## src/sv/dbs_pkg.sv

```systemverilog
// ----------------------------------------------------------------------------
// dbs_pkg: shared types, codes and helpers for the deque/bag store
// Sizes of the store, request and response payloads, request and status
// codes, and slot arithmetic for the circular buffer.
// ----------------------------------------------------------------------------
package dbs_pkg;

   localparam int DEPTH      = 16;
   localparam int VALUE_BITS = 32;
   localparam int ADDR_BITS  = $clog2(DEPTH);
   localparam int CNT_BITS   = $clog2(DEPTH + 1);

   // request codes
   localparam logic [2:0] OP_PUSH_FRONT = 3'd0;
   localparam logic [2:0] OP_PUSH_BACK  = 3'd1;
   localparam logic [2:0] OP_POP_FRONT  = 3'd2;
   localparam logic [2:0] OP_POP_BACK   = 3'd3;
   localparam logic [2:0] OP_CONTAINS   = 3'd4;
   localparam logic [2:0] OP_REMOVE     = 3'd5;

   // status codes
   localparam logic [1:0] STAT_OK    = 2'd0;
   localparam logic [1:0] STAT_FULL  = 2'd1;
   localparam logic [1:0] STAT_EMPTY = 2'd2;

   typedef logic [ADDR_BITS-1:0]  addr_type;
   typedef logic [CNT_BITS-1:0]   cnt_type;
   typedef logic [VALUE_BITS-1:0] val_type;

   typedef struct packed {
      logic [2:0]         req_type;
      logic signed [31:0] value;
   } req_pld_type;

   typedef struct packed {
      logic [1:0]         status;
      logic               found;
      logic               is_empty;
      logic [4:0]         entry_total;
      logic signed [31:0] front_value;
      logic signed [31:0] back_value;
   } rsp_pld_type;

   // physical slot of logical position pos, counted from the head
   function automatic addr_type slot_of(input addr_type head, input addr_type pos);
      logic [ADDR_BITS:0] sum;
      sum = {1'b0, head} + {1'b0, pos};
      if (sum >= (ADDR_BITS + 1)'(DEPTH)) begin
         sum = sum - (ADDR_BITS + 1)'(DEPTH);
      end
      return sum[ADDR_BITS-1:0];
   endfunction

   // sign-extend the request value to the stored width
   function automatic val_type widen(input logic signed [31:0] value);
      logic signed [63:0] ext;
      ext = 64'(value);
      return ext[VALUE_BITS-1:0];
   endfunction

   // low 32 bits of a stored value, zero-extended when narrower
   function automatic logic [31:0] narrow(input val_type v);
      logic [63:0] ext;
      ext = 64'(v);
      return ext[31:0];
   endfunction

endpackage

```

## src/sv/dbs_ram.sv

```systemverilog
// ----------------------------------------------------------------------------
// dbs_ram: generic simple dual-port RAM
// One write port, one read port, read data registered.
// Read data holds while the read enable is low.
// ----------------------------------------------------------------------------
module dbs_ram #(
   parameter int WIDTH = 8,
   parameter int DEPTH = 16
) (
   input  logic                     clock,
   input  logic                     wr_en,
   input  logic [$clog2(DEPTH)-1:0] wr_addr,
   input  logic [WIDTH-1:0]         wr_data,
   input  logic                     rd_en,
   input  logic [$clog2(DEPTH)-1:0] rd_addr,
   output logic [WIDTH-1:0]         rd_data
);

   logic [WIDTH-1:0] mem_ff [DEPTH];
   logic [WIDTH-1:0] rd_data_ff;

   // write port
   always_ff @(posedge clock) begin
      if (wr_en) begin
         mem_ff[wr_addr] <= wr_data;
      end
   end

   // registered read port
   always_ff @(posedge clock) begin
      if (rd_en) begin
         rd_data_ff <= mem_ff[rd_addr];
      end
   end

   assign rd_data = rd_data_ff;

endmodule

```

## src/sv/dbs_ctrl.sv

```systemverilog
// ----------------------------------------------------------------------------
// dbs_ctrl: request sequencer for the deque/bag store
// Keeps head and occupancy, drives the slot RAM for pushes, the pipelined
// search, the gap-closing shift and the front/back reads, and builds the
// response for each request.
// ----------------------------------------------------------------------------
module dbs_ctrl import dbs_pkg::*; (
   input  logic        clock,
   input  logic        reset,
   input  logic        req_valid,
   output logic        req_ready,
   input  req_pld_type req_data,
   output logic        wr_en,
   output addr_type    wr_addr,
   output val_type     wr_data,
   output logic        rd_en,
   output addr_type    rd_addr,
   input  val_type     rd_data,
   output logic        res_load,
   output rsp_pld_type res_data,
   input  logic        res_busy
);

   localparam logic [2:0] S_IDLE  = 3'd0;
   localparam logic [2:0] S_SCAN  = 3'd1;
   localparam logic [2:0] S_SHIFT = 3'd2;
   localparam logic [2:0] S_RDF   = 3'd3;
   localparam logic [2:0] S_RDB   = 3'd4;
   localparam logic [2:0] S_RESP  = 3'd5;

   logic [2:0] state_ff, state_in;
   addr_type   head_ff, head_in;
   cnt_type    occ_ff, occ_in;
   logic [2:0] op_ff, op_in;
   val_type    val_ff, val_in;
   logic [1:0] status_ff, status_in;
   logic       found_ff, found_in;
   cnt_type    pos_ff, pos_in;
   addr_type   cmp_pos_ff, cmp_pos_in;
   logic       rd_vld_ff, rd_vld_in;
   addr_type   wr_pos_ff, wr_pos_in;
   logic       wr_vld_ff, wr_vld_in;
   val_type    front_ff, front_in;

   logic       full;
   logic       empty;
   cnt_type    occ_dec;
   addr_type   occ_m1;
   cnt_type    pos_dec;
   addr_type   head_dec;
   addr_type   head_inc;
   val_type    new_val;
   logic       hit;
   logic       last;

   assign full     = (occ_ff == CNT_BITS'(DEPTH));
   assign empty    = (occ_ff == '0);
   assign occ_dec  = occ_ff - CNT_BITS'(1);
   assign occ_m1   = occ_dec[ADDR_BITS-1:0];
   assign pos_dec  = pos_ff - CNT_BITS'(1);
   assign head_dec = (head_ff == '0) ? ADDR_BITS'(DEPTH - 1) : head_ff - ADDR_BITS'(1);
   assign head_inc = (head_ff == ADDR_BITS'(DEPTH - 1)) ? '0 : head_ff + ADDR_BITS'(1);
   assign new_val  = widen(req_data.value);
   assign hit      = rd_vld_ff && (rd_data == val_ff);
   assign last     = rd_vld_ff && (cmp_pos_ff == occ_m1);
   assign req_ready = (state_ff == S_IDLE);

   // sequence one request
   always_comb begin
      state_in   = state_ff;
      head_in    = head_ff;
      occ_in     = occ_ff;
      op_in      = op_ff;
      val_in     = val_ff;
      status_in  = status_ff;
      found_in   = found_ff;
      pos_in     = pos_ff;
      cmp_pos_in = cmp_pos_ff;
      rd_vld_in  = rd_vld_ff;
      wr_pos_in  = wr_pos_ff;
      wr_vld_in  = wr_vld_ff;
      front_in   = front_ff;
      wr_en      = 1'b0;
      wr_addr    = '0;
      wr_data    = '0;
      rd_en      = 1'b0;
      rd_addr    = '0;
      res_load   = 1'b0;

      unique case (state_ff)
         S_IDLE: begin
            if (req_valid) begin
               op_in     = req_data.req_type;
               val_in    = new_val;
               status_in = STAT_OK;
               found_in  = 1'b0;
               state_in  = S_RDF;
               unique case (req_data.req_type)
                  OP_PUSH_FRONT: begin
                     if (full) begin
                        status_in = STAT_FULL;
                     end else begin
                        wr_en   = 1'b1;
                        wr_addr = head_dec;
                        wr_data = new_val;
                        head_in = head_dec;
                        occ_in  = occ_ff + CNT_BITS'(1);
                     end
                  end
                  OP_PUSH_BACK: begin
                     if (full) begin
                        status_in = STAT_FULL;
                     end else begin
                        wr_en   = 1'b1;
                        wr_addr = slot_of(head_ff, occ_ff[ADDR_BITS-1:0]);
                        wr_data = new_val;
                        occ_in  = occ_ff + CNT_BITS'(1);
                     end
                  end
                  OP_POP_FRONT: begin
                     if (empty) begin
                        status_in = STAT_EMPTY;
                     end else begin
                        head_in = head_inc;
                        occ_in  = occ_dec;
                     end
                  end
                  OP_POP_BACK: begin
                     if (empty) begin
                        status_in = STAT_EMPTY;
                     end else begin
                        occ_in = occ_dec;
                     end
                  end
                  OP_CONTAINS: begin
                     if (!empty) begin
                        state_in  = S_SCAN;
                        pos_in    = '0;
                        rd_vld_in = 1'b0;
                     end
                  end
                  OP_REMOVE: begin
                     if (empty) begin
                        status_in = STAT_EMPTY;
                     end else begin
                        state_in  = S_SCAN;
                        pos_in    = '0;
                        rd_vld_in = 1'b0;
                     end
                  end
                  default: begin
                  end
               endcase
            end
         end

         // issue one read a cycle, compare the entry read the cycle before
         S_SCAN: begin
            if (hit) begin
               found_in  = 1'b1;
               rd_vld_in = 1'b0;
               if (op_ff == OP_REMOVE) begin
                  state_in  = S_SHIFT;
                  pos_in    = CNT_BITS'(cmp_pos_ff) + CNT_BITS'(1);
                  wr_vld_in = 1'b0;
               end else begin
                  state_in = S_RDF;
               end
            end else if (last) begin
               rd_vld_in = 1'b0;
               state_in  = S_RDF;
            end else begin
               rd_en      = 1'b1;
               rd_addr    = slot_of(head_ff, pos_ff[ADDR_BITS-1:0]);
               cmp_pos_in = pos_ff[ADDR_BITS-1:0];
               rd_vld_in  = 1'b1;
               pos_in     = pos_ff + CNT_BITS'(1);
            end
         end

         // move each later entry up by one: read next, write it one slot ahead
         S_SHIFT: begin
            if (wr_vld_ff) begin
               wr_en   = 1'b1;
               wr_addr = slot_of(head_ff, wr_pos_ff);
               wr_data = rd_data;
            end
            if (pos_ff < occ_ff) begin
               rd_en     = 1'b1;
               rd_addr   = slot_of(head_ff, pos_ff[ADDR_BITS-1:0]);
               wr_pos_in = pos_dec[ADDR_BITS-1:0];
               wr_vld_in = 1'b1;
               pos_in    = pos_ff + CNT_BITS'(1);
            end else begin
               wr_vld_in = 1'b0;
               occ_in    = occ_dec;
               state_in  = S_RDF;
            end
         end

         // read the front entry
         S_RDF: begin
            if (empty) begin
               state_in = S_RESP;
            end else begin
               rd_en    = 1'b1;
               rd_addr  = head_ff;
               state_in = S_RDB;
            end
         end

         // capture front, read the back entry
         S_RDB: begin
            front_in = rd_data;
            rd_en    = 1'b1;
            rd_addr  = slot_of(head_ff, occ_m1);
            state_in = S_RESP;
         end

         // hand the response over once the output register is free
         S_RESP: begin
            if (!res_busy) begin
               res_load = 1'b1;
               state_in = S_IDLE;
            end
         end

         default: begin
            state_in = S_IDLE;
         end
      endcase
   end

   // response fields; back value sits in the RAM read register
   always_comb begin
      res_data.status      = status_ff;
      res_data.found       = found_ff;
      res_data.is_empty    = empty;
      res_data.entry_total = 5'(occ_ff);
      res_data.front_value = empty ? '0 : narrow(front_ff);
      res_data.back_value  = empty ? '0 : narrow(rd_data);
   end

   always_ff @(posedge clock) begin
      if (reset) begin
         state_ff  <= S_IDLE;
         head_ff   <= '0;
         occ_ff    <= '0;
         rd_vld_ff <= 1'b0;
         wr_vld_ff <= 1'b0;
      end else begin
         state_ff  <= state_in;
         head_ff   <= head_in;
         occ_ff    <= occ_in;
         rd_vld_ff <= rd_vld_in;
         wr_vld_ff <= wr_vld_in;
      end
   end

   always_ff @(posedge clock) begin
      op_ff      <= op_in;
      val_ff     <= val_in;
      status_ff  <= status_in;
      found_ff   <= found_in;
      pos_ff     <= pos_in;
      cmp_pos_ff <= cmp_pos_in;
      wr_pos_ff  <= wr_pos_in;
      front_ff   <= front_in;
   end

endmodule

```

## src/sv/deque_bag_store.sv

```systemverilog
// ----------------------------------------------------------------------------
// deque_bag_store: bounded double-ended queue that also works as a bag
// Requests enter on req_valid/req_ready with a request code and a value;
// each request returns exactly one response on rsp_valid/rsp_ready giving
// status, found flag, emptiness, entry count and front and back values.
// Requests are handled one at a time by a sequencer around one slot RAM
// with a registered read.
// Steps from acceptance to response valid:
//   push, pop, refused requests and spare codes: front read, back read,
//   then the response load (both reads skipped when the store ends empty).
//   contains: no search on an empty store, otherwise a search with
//   one RAM read per entry searched, then the front and back reads.
//   remove: the same search, which stops at the match; the gap closing
//   then reads and writes each later entry once.
// Requests are not overlapped: the next request is accepted in the cycle
// after a response is loaded, even while that response still waits.
// Reset empties the store at once; slot contents are left as they were.
// When the receiver stalls, the response holds in the output register and
// at most one further request is processed before the block stops taking
// requests.
// ----------------------------------------------------------------------------
module deque_bag_store import dbs_pkg::*; (
   input  logic        clock,
   input  logic        reset,
   input  logic        req_valid,
   output logic        req_ready,
   input  req_pld_type req_data,
   output logic        rsp_valid,
   input  logic        rsp_ready,
   output rsp_pld_type rsp_data
);

   logic        wr_en;
   addr_type    wr_addr;
   val_type     wr_data;
   logic        rd_en;
   addr_type    rd_addr;
   val_type     rd_data;
   logic        res_load;
   rsp_pld_type res_data;
   logic        res_busy;

   logic        rsp_valid_ff, rsp_valid_in;
   rsp_pld_type rsp_data_ff;

   dbs_ram #(
      .WIDTH (VALUE_BITS),
      .DEPTH (DEPTH)
   ) u_slots (
      .clock   (clock),
      .wr_en   (wr_en),
      .wr_addr (wr_addr),
      .wr_data (wr_data),
      .rd_en   (rd_en),
      .rd_addr (rd_addr),
      .rd_data (rd_data)
   );

   dbs_ctrl u_ctrl (
      .clock     (clock),
      .reset     (reset),
      .req_valid (req_valid),
      .req_ready (req_ready),
      .req_data  (req_data),
      .wr_en     (wr_en),
      .wr_addr   (wr_addr),
      .wr_data   (wr_data),
      .rd_en     (rd_en),
      .rd_addr   (rd_addr),
      .rd_data   (rd_data),
      .res_load  (res_load),
      .res_data  (res_data),
      .res_busy  (res_busy)
   );

   // hold the response until taken
   assign res_busy = rsp_valid_ff && !rsp_ready;

   always_comb begin
      if (res_load) begin
         rsp_valid_in = 1'b1;
      end else if (rsp_ready) begin
         rsp_valid_in = 1'b0;
      end else begin
         rsp_valid_in = rsp_valid_ff;
      end
   end

   always_ff @(posedge clock) begin
      if (reset) begin
         rsp_valid_ff <= 1'b0;
      end else begin
         rsp_valid_ff <= rsp_valid_in;
      end
   end

   always_ff @(posedge clock) begin
      if (res_load) begin
         rsp_data_ff <= res_data;
      end
   end

   assign rsp_valid = rsp_valid_ff;
   assign rsp_data  = rsp_data_ff;

endmodule

```

## config.mk

```make
export PLATFORM = sky130hd
export DESIGN_NAME = deque_bag_store
export DESIGN_NICKNAME = d
export VERILOG_FILES = /design/src/sv/dbs_pkg.sv /design/src/sv/dbs_ram.sv /design/src/sv/dbs_ctrl.sv /design/src/sv/deque_bag_store.sv
export SDC_FILE = /design/constraint.sdc
export NUM_CORES = 1
export LEC_CHECK = 0
export BUFFER_PORTS_ARGS = -buffer_cell sky130_fd_sc_hd__buf_2
export CAP_MARGIN = 20
export CORE_ASPECT_RATIO = 1.4
export CORE_UTILIZATION = 35
export CTS_CLUSTER_DIAMETER = 80
export CTS_CLUSTER_SIZE = 24
export DETAILED_ROUTE_END_ITERATION = 8
export REMOVE_ABC_BUFFERS = 1
export SKIP_CTS_REPAIR_TIMING = 1
export SYNTH_ARGS = -nofsm -noshare
export SYNTH_HDL_FRONTEND = slang
export SYNTH_SLANG_ARGS = --single-unit
```

## constraint.sdc

```tcl
create_clock -name clock -period 5.61 [get_ports clock]
set_input_delay 0.2805 -clock clock [delete_from_list [all_inputs] [get_ports clock]]
set_output_delay 0.2805 -clock clock [all_outputs]
set_load 0.02 [all_outputs]
```

==> results of run 1 <==
## cell usage after synthesis, drive strengths merged (33+ instances only)
cell type	number	area, µm²
buf	58	304
a22o	35	307
nand2	358	1340
edfxtp	700	21000
nor2	40	153
nand3	131	661
mux2i	37	370
a21oi	74	374
a21o	33	248
clkbuf	52	195
nor2b	68	425
o21ai	54	270
xnor2	49	437
## where the power goes
part           switching, mW  leakage, nW  internal [mW]
logic                   4.25         3.87           1.99
registers              0.435         6.53           6.74
clock network           1.69        0.520           1.28
## logic make-up after synthesis
kind of cell             synth area share
AND/OR/NAND/NOR                     0.104
adder cells (fa/ha/maj)            0.0133
flip-flops                          0.744
multiplexers                       0.0133
XOR/XNOR                           0.0201
AO/OA/AOI/OAI                      0.0845
buffers and inverters              0.0206
## registers in the layout (all words and copies together) (netlist names)
register           cells
u_ctrl.status_ff       2
u_ctrl.wr_vld_ff       1
rsp_valid              1
u_ctrl.found_ff        1
u_ctrl.op_ff           3
u_ctrl.front_ff       32
u_ctrl.rd_vld_ff       1
u_ctrl.state_ff        3
u_ctrl.wr_pos_ff       4
u_slots.rd_data       32
u_ctrl.cmp_pos_ff      4
u_ctrl.val_ff         32
u_ctrl.head_ff         4
rsp_data              73
u_ctrl.pos_ff          5
u_slots.mem_ff       512
u_ctrl.occ_ff          5
## worst reg2reg max path, stage by stage, from the launching register on
cell and delay [ns]:
edfxtp_1 0.57, xnor2_1 0.50, nand4_1 0.15, nor3_1 0.92
nand3_2 0.47, a311oi_2 0.44, and2_2 0.85, buf_4 0.34
nand3_1 0.09, nand3_1 0.09, o21ai_1 0.09
## stage by stage
stage | setup WS (ns) | util | hold WS [ns] | TNS [ns]
finish | 0.869 | 0.399 | 0.0200 | 0
global route | 0.763 | 0.399 | 0.0446 | 0
CTS | 1.03 | 0.394 | -0.164 | 0
detailed placement | 1.05 | 0.381 | 0.407 | 0
global placement | 1.15 | 0.381 | 0.407 | 0
floorplan | -4.74 | - | 0.350 | -139.90
## layout make-up
class	count	area [µm²]
multi-input combinational	1130	6910
clock inverter	6	68.8
timing repair buffer	198	1450
sequential	715	21300
tap	1062	1330
clock buffer	43	991
inverter	24	90.1
fill	7493	48500
## how the worst max path moves through the flow
stage                                  start                       endpoint  slack, ns  cells after the start
2_1_floorplan  u_ctrl.occ_ff[0]$_SDFFE_PP0P_   u_slots.rd_data[0]$_DFFE_PP_      -4.74                     11
3_3_place_gp   u_slots.rd_data[15]$_DFFE_PP_  u_slots.rd_data[16]$_DFFE_PP_       1.15                     10
3_5_place_dp   u_slots.rd_data[15]$_DFFE_PP_  u_slots.rd_data[26]$_DFFE_PP_       1.05                     10
4_1_cts        u_slots.rd_data[15]$_DFFE_PP_  u_slots.rd_data[11]$_DFFE_PP_       1.03                     10
5_1_grt        u_slots.rd_data[15]$_DFFE_PP_   u_slots.rd_data[3]$_DFFE_PP_       0.76                     10
6_report       u_slots.rd_data[15]$_DFFE_PP_  u_slots.rd_data[12]$_DFFE_PP_       0.87                     10
## metal layers
layer,global-route usage,up-vias,wire (µm)
li1,-,7666,-
met1,0.240,8913,31600
met2,0.312,721,38100
met3,0.0260,118,5090
met4,0.0605,0,2470
met5,0,-,0
==> impl_metrics.prom, run 1 <==
# TYPE chip_impl_metric gauge
chip_impl_metric{name="cts.htree.levels",unit=""} 2
chip_impl_metric{name="routed_via_density",unit=""} 5.48
chip_impl_metric{name="nets",unit=""} 2173
chip_impl_metric{name="synth-seq-cells",unit=""} 715
chip_impl_metric{name="place_inst",unit=""} 3095
chip_impl_metric{name="worst_stage_delay_on_the_critical_path",unit="ns"} 0.92
chip_impl_metric{name="largest_net_degree_at_the_start_of_global_routing",unit=""} 107
chip_impl_info{name="crit_path_top_delay_cell",value="nor3_1"} 1
chip_impl_info{name="worstPathCellList",value="xnor2_1 -> nand4_1 -> nor3_1 -> nand3_2 -> a311oi_2 -> and2_2 -> buf_4 -> nand3_1 -> nand3_1 -> o21ai_1"} 1
chip_impl_metric{name="port_buffers",unit=""} 113
chip_impl_metric{name="ys_warn_count",unit=""} 0
chip_impl_info{name="crit-reg2reg-capture",value="u_slots.rd_data[12]$_DFFE_PP_"} 1
chip_impl_metric{name="layout_min_cycle_time",unit="ns"} 4.74
chip_impl_metric{name="cts.path.max_buffers",unit=""} 3
chip_impl_metric{name="chip_width",unit="µm"} 244
chip_impl_info{name="cts_tree",value="done"} 1
chip_impl_metric{name="postPlaceCellArea",unit="µm²"} 30800
chip_impl_metric{name="syn-cell-area",unit="µm²"} 28600
chip_impl_info{name="outcome",value="complete, no violations"} 1
chip_impl_metric{name="area_enclosed_by_the_die_boundary",unit="µm²"} 83000
chip_impl_info{name="hold_sp",value="rsp_ready"} 1
chip_impl_metric{name="tightest_slew",unit="ns"} 1.11
chip_impl_metric{name="ff2ff_setup_slack",unit="ns"} 0.87
chip_impl_metric{name="drt_pre_antenna_iters",unit=""} 5
chip_impl_metric{name="num_io_pins",unit=""} 114
chip_impl_metric{name="initialDrtViolationCount",unit=""} 1868
chip_impl_info{name="hold_ep",value="rsp_valid$_SDFFE_PP0P_"} 1
chip_impl_metric{name="syn_to_final_growth",unit="%"} 12.3
chip_impl_metric{name="final-max-slew-violation-count",unit=""} 0
chip_impl_metric{name="r2r_cells",unit=""} 10
chip_impl_info{name="setup_repair_after_global_routing_missed_its_margin",value="false"} 1
chip_impl_metric{name="number_of_global_route_vias_before_repair",unit=""} 17000
chip_impl_metric{name="post-route-drc-count",unit=""} 0
chip_impl_metric{name="worstHoldPathCells",unit=""} 3
chip_impl_info{name="cell_family_contributing_the_most_delay_on_the_critical_path",value="simple AND/OR/NAND/NOR gates"} 1
chip_impl_info{name="leading_cell_types_in_the_layout_fill_and_taps_excluded",value="700 x edfxtp_1, 358 x nand2_1, 130 x nand3_1"} 1
chip_impl_metric{name="power.ir.vdd_worst",unit="mV"} 0.450
chip_impl_metric{name="clock-sinks",unit=""} 715
chip_impl_metric{name="post_synth_edffs",unit=""} 700
chip_impl_metric{name="floorplan.core_area",unit="µm²"} 80600
chip_impl_metric{name="synth-seq-area-share",unit=""} 0.744
chip_impl_metric{name="final_cells",unit=""} 3178
chip_impl_metric{name="drv.max_cap_violation_count",unit=""} 0
chip_impl_metric{name="hold_viol",unit=""} 0
chip_impl_metric{name="global_route.overflow_total",unit=""} 0
chip_impl_metric{name="synth_area_per_cell",unit="µm²"} 14.5
chip_impl_metric{name="power_total",unit="mW"} 16.4
chip_impl_metric{name="grt_use_total",unit=""} 0.183
chip_impl_metric{name="max_clock_freq",unit="GHz"} 0.211
chip_impl_info{name="worstHoldPathType",value="input pin to flop"} 1
chip_impl_metric{name="via_count",unit=""} 17400
chip_impl_metric{name="final_non_filler_cell_area",unit="µm²"} 32200
chip_impl_metric{name="numCtsBuffers",unit=""} 37
chip_impl_metric{name="initial_core_util",unit=""} 0.355
chip_impl_metric{name="power_per_cell_area",unit="nW/µm²"} 509
chip_impl_info{name="crit_path_frequent_cell",value="nand3_1"} 1
chip_impl_metric{name="p_leak",unit="nW"} 10.9
chip_impl_metric{name="synth_cell_type_count",unit=""} 68
chip_impl_metric{name="slew_headroom",unit=""} 0.256
chip_impl_metric{name="antennaDiodeCount",unit=""} 0
chip_impl_metric{name="ys_async_sr_fraction",unit=""} 0
chip_impl_metric{name="crit_fanout",unit=""} 29
chip_impl_metric{name="cp.arrival",unit="ns"} 5.10
chip_impl_info{name="worstSetupEndpointType",value="flop"} 1
chip_impl_metric{name="final.setup_skew",unit="ns"} 0.0391
chip_impl_metric{name="postRouteAntennaNets",unit=""} 0
chip_impl_metric{name="finalWirelength",unit="mm"} 77.3
chip_impl_metric{name="wl_per_cell",unit="µm"} 24.3
chip_impl_metric{name="critical_path.n_buffers_inverters",unit=""} 1
chip_impl_metric{name="critPathRequiredTime",unit="ns"} 5.97
chip_impl_metric{name="finalWeightedCongestion",unit=""} 0.829
chip_impl_metric{name="first_pass_grt_wire_length",unit="mm"} 113
chip_impl_metric{name="synthesis.instances",unit=""} 1979
chip_impl_info{name="timing.critical_path.from_type",value="flop"} 1
chip_impl_metric{name="floorplan.rows",unit=""} 123
chip_impl_metric{name="clock_transition_at_path_regs",unit="ns"} 0.10
chip_impl_info{name="path_type_of_the_worst_setup_path",value="flop to flop"} 1
chip_impl_info{name="r2r-start",value="u_slots.rd_data[15]$_DFFE_PP_"} 1
chip_impl_metric{name="fin_crit_sh",unit=""} 0.845
chip_impl_metric{name="hpwlAfterDp",unit="mm"} 44.5
chip_impl_info{name="clock_tree.root_cell",value="clkbuf_16"} 1
chip_impl_metric{name="die_height",unit="µm"} 340
chip_impl_info{name="layout_commonest_cell",value="edfxtp_1"} 1
chip_impl_metric{name="clock_latency",unit="ns"} 0.61
chip_impl_info{name="synth_ff_type",value="edfxtp_1"} 1
chip_impl_metric{name="grt_antenna_before_repair",unit=""} 1
chip_impl_metric{name="post_route_cells_drive_above_1_share",unit=""} 0.119
chip_impl_metric{name="setup-violations-final",unit=""} 0
No activity file was read; power rests on OpenSTA's default activity.
==> run 2, diff against run 1 <==
==> constraint.sdc (replaced) <==
create_clock -name clock -period 3.9 [get_ports clock]
set_input_delay 0.195 -clock clock [delete_from_list [all_inputs] [get_ports clock]]
set_output_delay 0.195 -clock clock [all_outputs]
set_load 0.02 [all_outputs]
==> impl_metrics.prom, run 2 (same netlist as run 1, synthesis figures left out) <==
# TYPE chip_impl_metric gauge
chip_impl_metric{name="final.setup_skew",unit="ns"} 0.0306
chip_impl_metric{name="ff2ff_setup_slack",unit="ns"} 0.18
chip_impl_metric{name="largest_net_degree_at_the_start_of_global_routing",unit=""} 70
chip_impl_metric{name="first_pass_grt_wire_length",unit="mm"} 109
chip_impl_metric{name="cts.htree.levels",unit=""} 2
chip_impl_metric{name="power.ir.vdd_worst",unit="mV"} 0.540
chip_impl_metric{name="floorplan.core_area",unit="µm²"} 80600
chip_impl_info{name="cts_tree",value="done"} 1
chip_impl_metric{name="global_route.overflow_total",unit=""} 0
chip_impl_metric{name="drv.max_cap_violation_count",unit=""} 0
chip_impl_metric{name="hpwlAfterDp",unit="mm"} 43.9
chip_impl_metric{name="number_of_global_route_vias_before_repair",unit=""} 16900
chip_impl_metric{name="timing.setup.tns",unit="ns"} 0
chip_impl_metric{name="critPathRequiredTime",unit="ns"} 4.18
chip_impl_metric{name="seq_power_share",unit=""} 0.428
chip_impl_metric{name="cp.arrival",unit="ns"} 4.00
chip_impl_info{name="crit_end",value="u_slots.mem_ff[3][27]$_DFFE_PP_"} 1
chip_impl_info{name="clock_tree.root_cell",value="clkbuf_16"} 1
chip_impl_metric{name="wl_per_cell",unit="µm"} 23.0
chip_impl_info{name="largest-register",value="u_slots.mem_ff"} 1
chip_impl_metric{name="antennaDiodeCount",unit=""} 0
chip_impl_metric{name="finalWeightedCongestion",unit=""} 0.842
chip_impl_info{name="path_type_of_the_worst_setup_path",value="flop to flop"} 1
chip_impl_metric{name="initialDrtViolationCount",unit=""} 1877
chip_impl_metric{name="floorplan.rows",unit=""} 123
chip_impl_metric{name="final_non_filler_cell_area",unit="µm²"} 32800
chip_impl_metric{name="cell_internal_pwr",unit="mW"} 14.8
chip_impl_metric{name="postPlaceCellArea",unit="µm²"} 31300
chip_impl_metric{name="post_route_cells_drive_above_1_share",unit=""} 0.138
chip_impl_metric{name="worst_stage_delay_on_the_critical_path",unit="ns"} 0.87
chip_impl_metric{name="crit_fanout",unit=""} 23
chip_impl_metric{name="port_buffers",unit=""} 113
chip_impl_info{name="worstSetupEndpointType",value="flop"} 1
chip_impl_info{name="setup.worst_path.start",value="u_ctrl.head_ff[0]$_SDFFE_PP0P_"} 1
chip_impl_metric{name="layout.filler_cells",unit=""} 7450
chip_impl_info{name="worstHoldPathType",value="input pin to flop"} 1
chip_impl_metric{name="fin_crit_sh",unit=""} 0.954
chip_impl_metric{name="setup-violations-final",unit=""} 0
chip_impl_metric{name="chip_width",unit="µm"} 244
chip_impl_metric{name="routed_via_density",unit=""} 5.34
chip_impl_metric{name="clock-sinks",unit=""} 715
chip_impl_metric{name="slew_headroom",unit=""} 0.242
chip_impl_metric{name="grt_use_total",unit=""} 0.176
chip_impl_metric{name="tightest_slew",unit="ns"} 1.13
chip_impl_info{name="crit_path_top_delay_cell",value="nor2_4"} 1
chip_impl_metric{name="swShare",unit=""} 0.379
chip_impl_info{name="setup_repair_after_global_routing_missed_its_margin",value="false"} 1
chip_impl_metric{name="clock_latency",unit="ns"} 0.60
chip_impl_metric{name="comb_power_share",unit=""} 0.394
chip_impl_metric{name="layout_min_cycle_time",unit="ns"} 3.72
chip_impl_info{name="crit-reg2reg-capture",value="u_slots.mem_ff[3][27]$_DFFE_PP_"} 1
chip_impl_metric{name="timing.critical_path.depth",unit=""} 10
chip_impl_metric{name="critical_path.n_buffers_inverters",unit=""} 2
chip_impl_metric{name="drt_pre_antenna_iters",unit=""} 5
chip_impl_metric{name="nets",unit=""} 2220
chip_impl_info{name="worstPathCellList",value="inv_1 -> ha_1 -> o21bai_1 -> a21oi_1 -> a41oi_1 -> o21ai_0 -> o21a_1 -> nand2_1 -> nor2_4 -> buf_4"} 1
chip_impl_metric{name="p_sw",unit="mW"} 9.03
chip_impl_metric{name="numCtsBuffers",unit=""} 37
chip_impl_metric{name="hold_viol",unit=""} 0
chip_impl_info{name="timing.critical_path.from_type",value="flop"} 1
chip_impl_metric{name="r2r_cells",unit=""} 10
chip_impl_metric{name="via_count",unit=""} 17200
chip_impl_metric{name="clockPowerShare",unit=""} 0.178
chip_impl_metric{name="num_io_pins",unit=""} 114
chip_impl_metric{name="p_leak",unit="nW"} 11.2
chip_impl_metric{name="power_per_cell_area",unit="nW/µm²"} 728
chip_impl_metric{name="cts.path.max_buffers",unit=""} 3
chip_impl_info{name="cell_family_contributing_the_most_delay_on_the_critical_path",value="simple AND/OR/NAND/NOR gates"} 1
chip_impl_metric{name="finalWirelength",unit="mm"} 74.2
chip_impl_metric{name="holdWs",unit="ns"} 0.0893
chip_impl_metric{name="final-max-slew-violation-count",unit=""} 0
chip_impl_info{name="leading_cell_types_in_the_layout_fill_and_taps_excluded",value="700 x edfxtp_1, 358 x nand2_1, 130 x nand3_1"} 1
chip_impl_info{name="layout_commonest_cell",value="edfxtp_1"} 1
chip_impl_metric{name="die_height",unit="µm"} 340
chip_impl_metric{name="postRouteAntennaNets",unit=""} 0
chip_impl_metric{name="area_enclosed_by_the_die_boundary",unit="µm²"} 83000
chip_impl_metric{name="post-route-drc-count",unit=""} 0
chip_impl_info{name="outcome",value="complete, no violations"} 1
chip_impl_metric{name="grt_antenna_before_repair",unit=""} 1
chip_impl_metric{name="clock_transition_at_path_regs",unit="ns"} 0.09
chip_impl_metric{name="max_clock_freq",unit="GHz"} 0.269
chip_impl_metric{name="syn_to_final_growth",unit="%"} 14.4
chip_impl_metric{name="largest_reg_flops",unit=""} 512
chip_impl_metric{name="initial_core_util",unit=""} 0.355
chip_impl_info{name="r2r-start",value="u_ctrl.head_ff[0]$_SDFFE_PP0P_"} 1
## run 2: cell count changes in the layout (fill, tap and decap cells not counted), moves of 3 or more
cell / change
dlygate4sd3_1: +3
inv_6: +4
buf_12: +20
buf_4: +23
## run 2: per-stage QoR
stage | utilization | power, mW | worst slack [ns] | cells
final | 0.406 | 23.9 | 0.179 | 3228
after global routing | 0.406 | 25.1 | 0.00133 | 3228
after CTS | 0.401 | 24.0 | 0.0380 | 3189
after detailed placement | 0.388 | 19.8 | 0.0296 | 3137
after global placement | 0.388 | 19.6 | 0.210 | 3137
after floorplan | - | 16.0 | -6.45 | 1869
## run 2: final cells by class
| class | instances | area (µm²) | area share |
|---|---|---|---|
| well taps | 1062 | 1330 | 0.0406 |
| repair buffers | 245 | 2050 | 0.0627 |
| flip-flops and latches | 715 | 21300 | 0.651 |
| clock buffers | 43 | 991 | 0.0302 |
| clock inverters | 9 | 75.1 | 0.00229 |
| inverters | 24 | 90.1 | 0.00275 |
| multi-input cells | 1130 | 6900 | 0.211 |
## run 2: worst reg2reg max path: stages, from the launching register on
cell and delay, ns:
dfxtp_1 0.63, inv_1 0.15, ha_1 0.29, o21bai_1 0.17
a21oi_1 0.16, a41oi_1 0.08, o21ai_0 0.34, o21a_1 0.19
nand2_1 0.11, nor2_4 0.87, buf_4 0.41
## run 2: worst min-delay path by stage
stage	start	end	slack, ns	cells after the start
final	req_valid	u_ctrl.found_ff$_DFFE_PP_	0.09	3
after global routing	req_valid	u_ctrl.found_ff$_DFFE_PP_	0.07	3
after CTS	req_data[14]	u_ctrl.val_ff[14]$_DFFE_PP_	-0.25	1
after detailed placement	req_data[2]	u_ctrl.val_ff[2]$_DFFE_PP_	0.39	1
after global placement	req_data[25]	u_ctrl.val_ff[25]$_DFFE_PP_	0.39	1
after floorplan	reset	rsp_valid$_SDFFE_PP0P_	0.26	1
## run 2: metal layers
| metal | GRT usage | vias to the layer above | wire (µm) |
|---|---|---|---|
| li1 | - | 7761 | - |
| met1 | 0.229 | 8732 | 30600 |
| met2 | 0.306 | 614 | 37600 |
| met3 | 0.0215 | 121 | 4090 |
| met4 | 0.0561 | 0 | 1940 |
| met5 | 0 | - | 0 |
## run 2: power groups by stage
| stage | Combinational (mW) | Clock (mW) | Sequential (mW) |
|---|---|---|---|
| 5_1_grt | 10.3 | 4.56 | 10.3 |
| 2_1_floorplan | 5.69 | 0 | 10.3 |
| 3_5_place_dp | 9.38 | 0 | 10.4 |
| 3_3_place_gp | 9.23 | 0 | 10.4 |
| 4_1_cts | 9.41 | 4.36 | 10.2 |
| 6_report | 9.40 | 4.25 | 10.2 |
